===== src/sv/uplh_pkg.sv =====
// Shared types and constants for the ultrasonic presence light hold unit.
`default_nettype none
package uplh_pkg;

   localparam int DIST_W      = 15;
   localparam int HIST_W      = 13;
   localparam int COUNT_W     = 16;
   localparam int SECONDS_W   = 16;
   localparam int CSR_DATA_W  = 16;
   localparam int CSR_INDEX_W = 2;
   localparam int OPCODE_W    = 2;

   localparam int HISTORY_DEPTH_DEFAULT = 4;

   localparam logic [OPCODE_W-1:0] OP_ECHO0 = 2'd0;
   localparam logic [OPCODE_W-1:0] OP_ECHO1 = 2'd1;
   localparam logic [OPCODE_W-1:0] OP_TICK  = 2'd2;

   localparam logic [CSR_INDEX_W-1:0] CSR_THRESHOLD   = 2'd0;
   localparam logic [CSR_INDEX_W-1:0] CSR_HOLD        = 2'd1;
   localparam logic [CSR_INDEX_W-1:0] CSR_GATE_ENABLE = 2'd2;
   localparam logic [CSR_INDEX_W-1:0] CSR_GATE_LEVEL  = 2'd3;

   // count * 34 / 100 == (count * 34 * ceil(2^29 / 100)) >> 29 for all 16-bit counts
   localparam int                PROD_W     = 44;
   localparam int                DIST_SHIFT = 29;
   localparam logic [27:0]       DIST_SCALE = 28'd182536140;

   localparam logic [DIST_W-1:0] MIN_DIST_MM = 15'd20;
   localparam logic [DIST_W-1:0] MAX_DIST_MM = 15'd4500;

   localparam logic [HIST_W-1:0]    THRESHOLD_RESET = 13'd1000;
   localparam logic [SECONDS_W-1:0] HOLD_RESET      = 16'd30;

   typedef struct packed {
      logic [DIST_W-1:0] dist_mm;
      logic              in_range;
   } dist_result_type;

endpackage
`default_nettype wire


===== src/sv/uplh_dist.sv =====
// Echo count to millimeter conversion and range check.
`default_nettype none
module uplh_dist (
   input  wire logic [uplh_pkg::COUNT_W-1:0] count,
   output uplh_pkg::dist_result_type         result
);

   logic [uplh_pkg::PROD_W-1:0]  prod;
   logic [uplh_pkg::DIST_W-1:0]  dist_mm;

   assign prod = uplh_pkg::PROD_W'(count) * uplh_pkg::PROD_W'(uplh_pkg::DIST_SCALE);
   assign dist_mm = prod[uplh_pkg::DIST_SHIFT +: uplh_pkg::DIST_W];

   assign result.dist_mm  = dist_mm;
   assign result.in_range = (dist_mm > uplh_pkg::MIN_DIST_MM) &&
                            (dist_mm < uplh_pkg::MAX_DIST_MM);

endmodule
`default_nettype wire


===== src/sv/ultrasonic_presence_light_hold_unit.sv =====
// Top level of the ultrasonic presence light hold unit.
//
//   channel  direction  handshake              payload
//   req      in         req_valid / req_stall  opcode, echo_count, photo_level
//   rsp      out        rsp_valid / rsp_stall  light_on, distance_mm, sample_accepted,
//                                               hold_left, elapsed_seconds
//   csr      in         csr_write_enable       csr_index, csr_write_data
//
// One word per cycle while the result side does not stall; each word passes
// through the input register, then conversion, history update and presence
// check into the result register. The echo multiply by a constant sets the longest path.
// Synchronous reset clears history, counters, light and valid flags.
// A stalled result holds the result register; req_stall rises once the input
// register is also full.
`default_nettype none
module ultrasonic_presence_light_hold_unit #(
   parameter int HISTORY_DEPTH = uplh_pkg::HISTORY_DEPTH_DEFAULT
) (
   input  wire logic                              clock,
   input  wire logic                              reset,

   input  wire logic                              req_valid,
   output logic                                   req_stall,
   input  wire logic [uplh_pkg::OPCODE_W-1:0]     req_opcode,
   input  wire logic [uplh_pkg::COUNT_W-1:0]      req_echo_count,
   input  wire logic                              req_photo_level,

   output logic                                   rsp_valid,
   input  wire logic                              rsp_stall,
   output logic                                   rsp_light_on,
   output logic [uplh_pkg::DIST_W-1:0]            rsp_distance_mm,
   output logic                                   rsp_sample_accepted,
   output logic [uplh_pkg::SECONDS_W-1:0]         rsp_hold_left,
   output logic [uplh_pkg::SECONDS_W-1:0]         rsp_elapsed_seconds,

   input  wire logic                              csr_write_enable,
   input  wire logic [uplh_pkg::CSR_INDEX_W-1:0]  csr_index,
   input  wire logic [uplh_pkg::CSR_DATA_W-1:0]   csr_write_data
);

   localparam int SUM_W = uplh_pkg::HIST_W + $clog2(HISTORY_DEPTH);

   // configuration
   logic [uplh_pkg::HIST_W-1:0]    threshold_ff;
   logic [uplh_pkg::SECONDS_W-1:0] hold_seconds_ff;
   logic                           gate_enable_ff;
   logic                           gate_level_ff;

   // input register
   logic                           s1_valid_ff;
   logic [uplh_pkg::OPCODE_W-1:0]  s1_opcode_ff;
   logic [uplh_pkg::COUNT_W-1:0]   s1_count_ff;
   logic                           s1_photo_ff;

   // block state
   logic [uplh_pkg::HIST_W-1:0]    hist_ff [2][HISTORY_DEPTH];
   logic [1:0]                     fresh_ff;
   logic [1:0]                     quarter_ff;
   logic [uplh_pkg::SECONDS_W-1:0] second_ff;
   logic [uplh_pkg::SECONDS_W-1:0] hold_ff;
   logic                           light_ff;

   // result register
   logic                           rsp_valid_ff;
   logic [uplh_pkg::DIST_W-1:0]    rsp_dist_ff;
   logic                           rsp_accepted_ff;

   logic                           advance;
   logic                           fire;
   logic                           is_echo;
   logic                           is_tick;
   uplh_pkg::dist_result_type      dist_res;
   logic                           push;
   logic [SUM_W-1:0]               sum [2];
   logic [1:0]                     presence;
   logic                           second_wrap;
   logic [uplh_pkg::SECONDS_W-1:0] hold_dec;
   logic [uplh_pkg::SECONDS_W-1:0] hold_in;
   logic                           light_in;
   logic [uplh_pkg::DIST_W-1:0]    rsp_dist_in;
   logic                           rsp_accepted_in;

   uplh_dist u_dist (
      .count  (s1_count_ff),
      .result (dist_res)
   );

   assign advance   = !rsp_valid_ff || !rsp_stall;
   assign fire      = s1_valid_ff && advance;
   assign req_stall = s1_valid_ff && !advance;

   assign is_echo = (s1_opcode_ff == uplh_pkg::OP_ECHO0) || (s1_opcode_ff == uplh_pkg::OP_ECHO1);
   assign is_tick = (s1_opcode_ff == uplh_pkg::OP_TICK);
   assign push    = is_echo && dist_res.in_range;

   always_comb begin
      for (int s = 0; s < 2; s++) begin
         sum[s] = '0;
         for (int k = 0; k < HISTORY_DEPTH; k++) begin
            sum[s] = sum[s] + SUM_W'(hist_ff[s][k]);
         end
         presence[s] = fresh_ff[s] &&
                       ((sum[s] >> $clog2(HISTORY_DEPTH)) < SUM_W'(threshold_ff));
      end
   end

   assign second_wrap = (quarter_ff == 2'd3);
   assign hold_dec    = (second_wrap && (hold_ff != '0)) ? hold_ff - 1'b1 : hold_ff;
   assign hold_in     = (presence != 2'b00) ? hold_seconds_ff : hold_dec;
   assign light_in    = (hold_in != '0) && (!gate_enable_ff || (s1_photo_ff == gate_level_ff));

   assign rsp_dist_in     = is_echo ? dist_res.dist_mm : '0;
   assign rsp_accepted_in = push;

   // configuration writes
   always_ff @(posedge clock) begin
      if (reset) begin
         threshold_ff    <= uplh_pkg::THRESHOLD_RESET;
         hold_seconds_ff <= uplh_pkg::HOLD_RESET;
         gate_enable_ff  <= 1'b0;
         gate_level_ff   <= 1'b0;
      end else if (csr_write_enable) begin
         case (csr_index)
            uplh_pkg::CSR_THRESHOLD:   threshold_ff    <= csr_write_data[uplh_pkg::HIST_W-1:0];
            uplh_pkg::CSR_HOLD:        hold_seconds_ff <= csr_write_data;
            uplh_pkg::CSR_GATE_ENABLE: gate_enable_ff  <= csr_write_data[0];
            uplh_pkg::CSR_GATE_LEVEL:  gate_level_ff   <= csr_write_data[0];
            default: begin
            end
         endcase
      end
   end

   // input register
   always_ff @(posedge clock) begin
      if (reset) begin
         s1_valid_ff <= 1'b0;
      end else if (!req_stall) begin
         s1_valid_ff <= req_valid;
      end
   end

   always_ff @(posedge clock) begin
      if (req_valid && !req_stall) begin
         s1_opcode_ff <= req_opcode;
         s1_count_ff  <= req_echo_count;
         s1_photo_ff  <= req_photo_level;
      end
   end

   // block state
   always_ff @(posedge clock) begin
      if (reset) begin
         for (int s = 0; s < 2; s++) begin
            for (int k = 0; k < HISTORY_DEPTH; k++) begin
               hist_ff[s][k] <= '0;
            end
         end
         fresh_ff   <= 2'b00;
         quarter_ff <= 2'd0;
         second_ff  <= '0;
         hold_ff    <= '0;
         light_ff   <= 1'b0;
      end else if (fire) begin
         if (push) begin
            for (int k = HISTORY_DEPTH - 1; k > 0; k--) begin
               hist_ff[s1_opcode_ff[0]][k] <= hist_ff[s1_opcode_ff[0]][k-1];
            end
            hist_ff[s1_opcode_ff[0]][0] <= dist_res.dist_mm[uplh_pkg::HIST_W-1:0];
            fresh_ff[s1_opcode_ff[0]]   <= 1'b1;
         end
         if (is_tick) begin
            quarter_ff <= quarter_ff + 2'd1;
            if (second_wrap) begin
               second_ff <= second_ff + 1'b1;
            end
            fresh_ff <= 2'b00;
            hold_ff  <= hold_in;
            light_ff <= light_in;
         end
      end
   end

   // result register
   always_ff @(posedge clock) begin
      if (reset) begin
         rsp_valid_ff <= 1'b0;
      end else if (advance) begin
         rsp_valid_ff <= s1_valid_ff;
      end
   end

   always_ff @(posedge clock) begin
      if (fire) begin
         rsp_dist_ff     <= rsp_dist_in;
         rsp_accepted_ff <= rsp_accepted_in;
      end
   end

   assign rsp_valid           = rsp_valid_ff;
   assign rsp_light_on        = light_ff;
   assign rsp_distance_mm     = rsp_dist_ff;
   assign rsp_sample_accepted = rsp_accepted_ff;
   assign rsp_hold_left       = hold_ff;
   assign rsp_elapsed_seconds = second_ff;

`ifndef SYNTHESIS
   a_light_needs_hold: assert property (@(posedge clock) disable iff (reset)
      light_ff |-> (hold_ff != '0))
      else $error("light on with no hold time left");

   a_accepted_in_range: assert property (@(posedge clock) disable iff (reset)
      (rsp_valid && rsp_sample_accepted) |->
         ((rsp_distance_mm > uplh_pkg::MIN_DIST_MM) && (rsp_distance_mm < uplh_pkg::MAX_DIST_MM)))
      else $error("stored sample outside distance window");

   a_second_step: assert property (@(posedge clock) disable iff (reset)
      (fire && is_tick && second_wrap) |=> (second_ff == $past(second_ff) + 1'b1))
      else $error("seconds count did not advance on fourth tick");

   a_stall_only_when_full: assert property (@(posedge clock) disable iff (reset)
      req_stall |-> (s1_valid_ff && rsp_valid_ff && rsp_stall))
      else $error("input stalled while a stage was free");
`endif

endmodule
`default_nettype wire


===== config.mk =====
export PLATFORM = sky130hd
export DESIGN_NAME = ultrasonic_presence_light_hold_unit
export DESIGN_NICKNAME = d
export VERILOG_FILES = /design/src/sv/uplh_pkg.sv /design/src/sv/uplh_dist.sv /design/src/sv/ultrasonic_presence_light_hold_unit.sv
export SDC_FILE = /design/constraint.sdc
export NUM_CORES = 1
export LEC_CHECK = 0
export BUFFER_PORTS_ARGS = -buffer_cell sky130_fd_sc_hd__buf_2
export CAP_MARGIN = 30
export CELL_PAD_IN_SITES_DETAIL_PLACEMENT = 0
export CELL_PAD_IN_SITES_GLOBAL_PLACEMENT = 2
export CORE_UTILIZATION = 38
export CTS_CLUSTER_SIZE = 25
export DETAILED_ROUTE_END_ITERATION = 12
export PLACE_DENSITY_LB_ADDON = 0.08
export SLEW_MARGIN = 20
export SYNTH_ARGS = -nofsm -noshare
export SYNTH_HDL_FRONTEND = slang
export SYNTH_SLANG_ARGS = --single-unit

===== constraint.sdc =====
create_clock -name clock -period 11.31 [get_ports clock]
set_input_delay 1.6965 -clock clock [delete_from_list [all_inputs] [get_ports clock]]
set_output_delay 1.6965 -clock clock [all_outputs]
set_load 0.005 [all_outputs]

# ---- After elaboration in Yosys (flattened, before gate mapping)
# Memory sizes are Yosys's and may differ from the RTL's. A register that Yosys moved wholly into a read port is not among the register bits.
# Cells that the tools add are included.
dict set report totals {
  reg_bits 105
  ramBits 104
  wordCells 89
  mem_count 1
}
dict set report classes {
  addsub 9
  multipliers 1
  n_lt_le_gt_ge 6
  n_eq_ne 7
  muxes 16
  bitwise 1
  reduce_logical 32
}
# memory words width read_ports rd_clocked_by_memory_dff wr line
set mem_list {}
lappend mem_list {hist_ff 2 52 3 1 2 ultrasonic_presence_light_hold_unit.sv:56} ;# logic [uplh_pkg::HIST_W-1:0] hist_ff [2][HISTORY_DEPTH];
# operator n
set ops {}
lappend ops {{$mux 52} 1}
lappend ops {{$reduce_or 52->1} 1}
lappend ops {{$mul 16x26->42 const B} 1}
lappend ops {{$mux 16} 2}
lappend ops {{$reduce_bool 16->1} 2}
lappend ops {{$add 14x13->15} 2}
lappend ops {{$add 15x13->15} 2}
lappend ops {{$add 13x13->14} 2}
lappend ops {{$lt 13x13->1} 2}
lappend ops {{$add 16x1->16 const B} 1}
lappend ops {{$sub 16x1->16 const B} 1}
lappend ops {{$gt 15x5->1 const B} 1}
lappend ops {{$lt 15x13->1 const B} 1}
lappend ops {{$reduce_and 2->1} 6}
lappend ops {{$logic_and 1x1->1} 10}
lappend ops {{$mux 1} 10}
lappend ops {{$eq 2x2->1 const B} 4}
lappend ops {{$logic_not 1->1} 5}
lappend ops {{$eq 2x1->1 const B} 2}
lappend ops {{$logic_not 2->1} 2}
lappend ops {{$mux 2} 2}
lappend ops {{$reduce_bool 2->1} 2}
lappend ops {{$logic_or 1x1->1} 3}
lappend ops {{$reduce_and 3->1} 1}
lappend ops {{6 further kinds} 6}

# ---- Depth between registers and ports, before layout
dict set report logic_depth {
  depth_word 10
  ltp_mapped 25
  mapped_depth_nobuf 23
}

# ---- Modules after synthesis
# A second synthesis with hierarchy kept.
dict set report hier_totals {
  hier_cells 1884
  hier_area_um2 18604.1
}
# mod instances cells_per_inst area_per_inst_um2
set modules_own_cells {}
lappend modules_own_cells {ultrasonic_presence_light_hold_unit 1 1137 11756.3}
lappend modules_own_cells {uplh_dist 1 747 6847.8}

# ---- Least setup slack after synthesis
# OpenSTA, ideal clock, no wires.
dict set report synth_timing {
  kind {register -> register}
  start {register s1_count_ff[4] in the netlist's numbering}
  end {memory hist_ff[0][0] in the netlist's numbering (enable)}
  setup_time_ps 539
  t_arrival_ps 10014
  required_ps 10771
  path_slack_ps 757
  path_stages_with_launch 24
  period_less_slack_ps 10553
  path_cell_list {edfxtp_1 > fa_1 > inv_1 > fa_1 > inv_1 > fa_1 > fa_1 > inv_1 > fa_1 > inv_1 > fa_1 > inv_1 > ha_1 > and4_1 > and4_1 > o21ai_0 > a31o_1 > a31oi_2 > mux2i_1 > a2111oi_2 > a221o_1 > nand3_2 > buf_6 > o31ai_1}
}
# item line
set synth_lines {}
lappend synth_lines {{start, declared} ultrasonic_presence_light_hold_unit.sv:52} ;# logic [uplh_pkg::COUNT_W-1:0] s1_count_ff;
lappend synth_lines {{start signal, assigned} ultrasonic_presence_light_hold_unit.sv:146} ;# s1_count_ff <= req_echo_count;
lappend synth_lines {{end, declared} ultrasonic_presence_light_hold_unit.sv:56}

==> impl_metrics.sql <==
INSERT INTO impl_metrics (metric_group, metric, value, unit) VALUES
('logic_synthesis', 'synth-edff-count', '139', ''),
('die', 'boundaryPins', '93', ''),
('placed_design', 'count_of_buffers_from_port_buffering', '92', ''),
('logic_synthesis', 'ys_dominant_reg_cell', 'edfxtp_1', ''),
('global_route', 'antenna_found_initial', '0', ''),
('sta', 'max_freq', '116', 'MHz'),
('finish', 'layout.nets', '2330', ''),
('cts', 'post_cts.repair.setup_buffers', '0', ''),
('run', 'max_cap_viols', '0', ''),
('die', 'die_height', '223', 'um'),
('setup_path', 'element_type_at_the_critical_path_start', 'flop', ''),
('sta', 'final-hold-violation-count', '0', ''),
('power_and_ir_drop', 'power_density', '289', 'mW/mm^2'),
('setup_path', 'crit_required', '11.53', 'ns'),
('global_route', 'grt_max_degree', '82', ''),
('cts', 'ctsRootBufferMaster', 'clkbuf_16', ''),
('logic_synthesis', 'ys_top_cells_by_area', 'edfxtp_1 (23%), fa_1 (19%), ha_1 (15%)', ''),
('routing', 'drt_iter0_markers', '481', ''),
('global_route', 'globalRoute.totalOverflow', '0', ''),
('power_and_ir_drop', 'peakVddDrop', '0.000144', 'V'),
('sta', 'post-route-min-period', '8.63', 'ns'),
('logic_synthesis', 'synth.largest_area_cell', 'edfxtp_1', ''),
('sta', 'rsz0062_at_grt', 'no', ''),
('finish', 'stdcell_count', '2522', ''),
('cts', 'postCtsResizedCells', '0', ''),
('logic_synthesis', 'synth_sequential_area_ratio', '0.302', ''),
('global_route', 'grtUsageTotal', '0.212', ''),
('sta', 'finClkSkew', '0.0102', 'ns'),
('logic_synthesis', 'post-synth-top-area-fraction', '0.225', ''),
('setup_path', 'worst-path-max-fanout', '52', ''),
('finish', 'flow.area_growth_from_synthesis', '10.7', '%'),
('logic_synthesis', 'synthesis.area', '0.0185', 'sq mm'),
('outcome', 'outcome', 'complete, no violations', ''),
('finish', 'antenna_cells', '0', ''),
('routing', 'drt_via_density', '5.16', ''),
('power_and_ir_drop', 'cellLeakagePower', '9.25', 'nW'),
('die', 'die_width', '223', 'um'),
('sta', 'timing_max_transition_violations_final', '0', ''),
('sta', 'period_utilization', '0.763', ''),
('global_route', 'vias_in_the_first_global_route', '13900', ''),
('sta', 'maxSlewHeadroom', '0.479', ''),
('logic_synthesis', 'synth_async_sr_flop_share', '0', ''),
('sta', 'setup-violations-final', '0', ''),
('die', 'coreArea', '0.0479', 'sq mm'),
('cts', 'clkSlewWorstSetupHoldPaths', '0.06', 'ns'),
('sta', 'totalNegativeSetupSlack', '0', 'ns'),
('sta', 'max_slew.worst_pin.slew', '0.780', 'ns'),
('logic_synthesis', 'synthMostInstantiatedCell', 'inv_1', ''),
('logic_synthesis', 'netlist_instances', '1809', ''),
('finish', 'layout-drive-gt1-share', '0.112', ''),
('setup_path', 'critical_path_data_arrival_time', '8.85', 'ns'),
('min_path', 'hold_path_class', 'flop to flop', ''),
('min_path', 'min_path_cells', '2', ''),
('cts', 'cts-root-to-sink-buffers', '3', ''),
('cts', 'cts_tree', 'built', ''),
('routing', 'routed_wirelength', '51200', 'um'),
('cts', 'cts_htree_levels', '1', ''),
('cts', 'clock_sink_count', '210', ''),
('finish', 'filler_cell_count', '4675', ''),
('die', 'start_util', '0.386', ''),
('routing', 'num_vias', '13000', ''),
('logic_synthesis', 'synth.net_count', '2253', ''),
('routing', 'final_antenna_net_count', '0', ''),
('die', 'floorplan.die_area', '0.0496', 'sq mm'),
('routing', 'firstDrtPassIters', '5', ''),
('setup_path', 'worst_setup_path_end_kind', 'flop', ''),
('global_route', 'grt_first_pass_wirelength', '80900', 'um'),
('placed_design', 'detailedPlacementHpwl', '41200', 'um'),
('routing', 'wl_per_cell', '20.3', 'um'),
('setup_path', 'reg2reg_path_depth', '22', ''),
('cts', 'cts_hold_buffers', '0', ''),
('die', 'core.rowCount', '80', ''),
('logic_synthesis', 'syn_avg_cell_area', '10.2', 'sq um'),
('routing', 'detail_route.drc_violations', '0', ''),
('logic_synthesis', 'synth_common_cells', 'inv_1 (276), ha_1 (223), fa_1 (179), nand2_1 (147), edfxtp_1 (139)', ''),
('power_and_ir_drop', 'post-layout-total-power', '5.93', 'mW'),
('cts', 'numCtsBuffers', '28', ''),
('logic_synthesis', 'synth_cell_type_count', '83', ''),
('setup_path', 'worst-setup-path-type', 'flop to flop', ''),
('logic_synthesis', 'ys_ff_latch', '210', ''),
('placed_design', 'placer_congestion', '0.894', ''),
('logic_synthesis', 'yosys_warnings', '0', ''),
('placed_design', 'dp_cells', '2470', ''),
('cts', 'worstSkewPairLatency', '0.59', 'ns');
## final timing paths
path,endpoint,start,slack (ns)
hold reg to reg,threshold_ff[12],threshold_ff[12],0.46
setup reg to reg,hist_ff[0][31],s1_count_ff[4],2.68
setup / recovery,hist_ff[0][31],s1_count_ff[4],2.68
hold / removal,threshold_ff[12],threshold_ff[12],0.46
## metal layers
metal / GRT usage / share of wire / vias to the layer above
met5: 0 / 0 / -
met4: 0.0714 / 0.037 / 0
met3: 0.0222 / 0.024 / 74
met2: 0.380 / 0.50 / 182
met1: 0.265 / 0.44 / 6389
li1: - / - / 6378
## worst max-delay path, stage by stage (launching register included)
cell and delay, ns:
edfxtp_1 0.54, fa_1 0.72, inv_1 0.13, fa_1 0.52, inv_1 0.05, ha_1 0.31
fa_1 0.47, fa_1 0.54, inv_1 0.05, fa_1 0.41, inv_1 0.06, ha_1 0.29
a21oi_1 0.31, nand2_1 0.12, a221oi_2 0.54, inv_1 0.20, o41ai_1 0.53, a311oi_1 0.15
a2111oi_2 0.36, a221o_1 0.29, nand3_2 0.59, o31ai_4 0.39, buf_4 0.65
## power breakdown
| part | switching, mW | internal [mW] |
|---|---|---|
| Clock | 0.378 | 0.483 |
| Sequential | 0.0501 | 0.916 |
| Combinational | 2.56 | 1.54 |
| Total | 2.99 | 2.93 |
## registers in the layout, indices dropped and copies added, names as in the netlist, 2 cells and up, named ones only
name and count:
hold_seconds_ff 16, s1_opcode_ff 2, rsp_hold_left 16, hist_ff 104, quarter_ff 2, s1_count_ff 16, rsp_elapsed_seconds 16, rsp_distance_mm 15
threshold_ff 13
## cell usage in the layout, fill, tap and decap left out, types with 5 or more instances in the layout
| cell type | count |
|---|---|
| o211ai_1 | 14 |
| a31oi_1 | 7 |
| dfxtp_1 | 70 |
| mux2i_1 | 35 |
| mux2_2 | 21 |
| clkbuf_16 | 28 |
| nor4_1 | 27 |
| and2_1 | 6 |
| nor4_2 | 10 |
| xor2_1 | 20 |
| a211oi_1 | 6 |
| buf_2 | 92 |
| nor2b_1 | 12 |
| and3_1 | 12 |
| edfxtp_1 | 139 |
| fa_1 | 179 |
| a21boi_0 | 11 |
| nand2b_1 | 5 |
| a21oi_1 | 80 |
| or2_2 | 8 |
| buf_4 | 12 |
| o21a_1 | 11 |
| xnor2_1 | 26 |
| clkbuf_1 | 5 |
| ha_1 | 223 |
| nand2_1 | 146 |
| a22oi_1 | 6 |
| or3_1 | 13 |
| a21o_1 | 24 |
| nand3_1 | 30 |
| nand4_1 | 11 |
| nor3_1 | 85 |
| o21ai_0 | 51 |
| nor2_1 | 101 |
| inv_1 | 276 |
| clkinv_2 | 8 |
## cell families (layout without fill, tap and decap cells)
| logic type | after synthesis | count (layout) | share of synthesized area |
|---|---|---|---|
| compound gates | 260 | 260 | 0.0920 |
| simple gates | 496 | 496 | 0.134 |
| xor+xnor | 46 | 46 | 0.0218 |
| mux | 57 | 57 | 0.0325 |
| fa+ha+maj | 402 | 402 | 0.344 |
| buf+inv | 338 | 436 | 0.0736 |
| flops | 210 | 210 | 0.302 |
## final cells by class
type                            instances  area (sq um)  area share
Clock buffer                           33           719      0.0351
Tap cell                              615           769      0.0375
Multi-Input combinational cell       1261         11600       0.566
Inverter                              278          1040      0.0509
Timing Repair Buffer                  107           601      0.0293
Clock inverter                         18           160     0.00781
Sequential cell                       210          5600       0.273
## through the flow
| stage | setup slack (ns) | hold slack, ns | util | instance area (sq um) |
|---|---|---|---|---|
| 2_1_floorplan | 0.757 | 0.435 | - | 18500 |
| 3_3_place_gp | 2.86 | 0.447 | 0.408 | 19600 |
| 3_5_place_dp | 2.69 | 0.448 | 0.409 | 19600 |
| 4_1_cts | 2.68 | 0.456 | 0.427 | 20500 |
| 5_1_grt | 2.21 | 0.488 | 0.428 | 20500 |
| 6_report | 2.68 | 0.456 | 0.428 | 20500 |
Power figures use the tool's default switching activity.
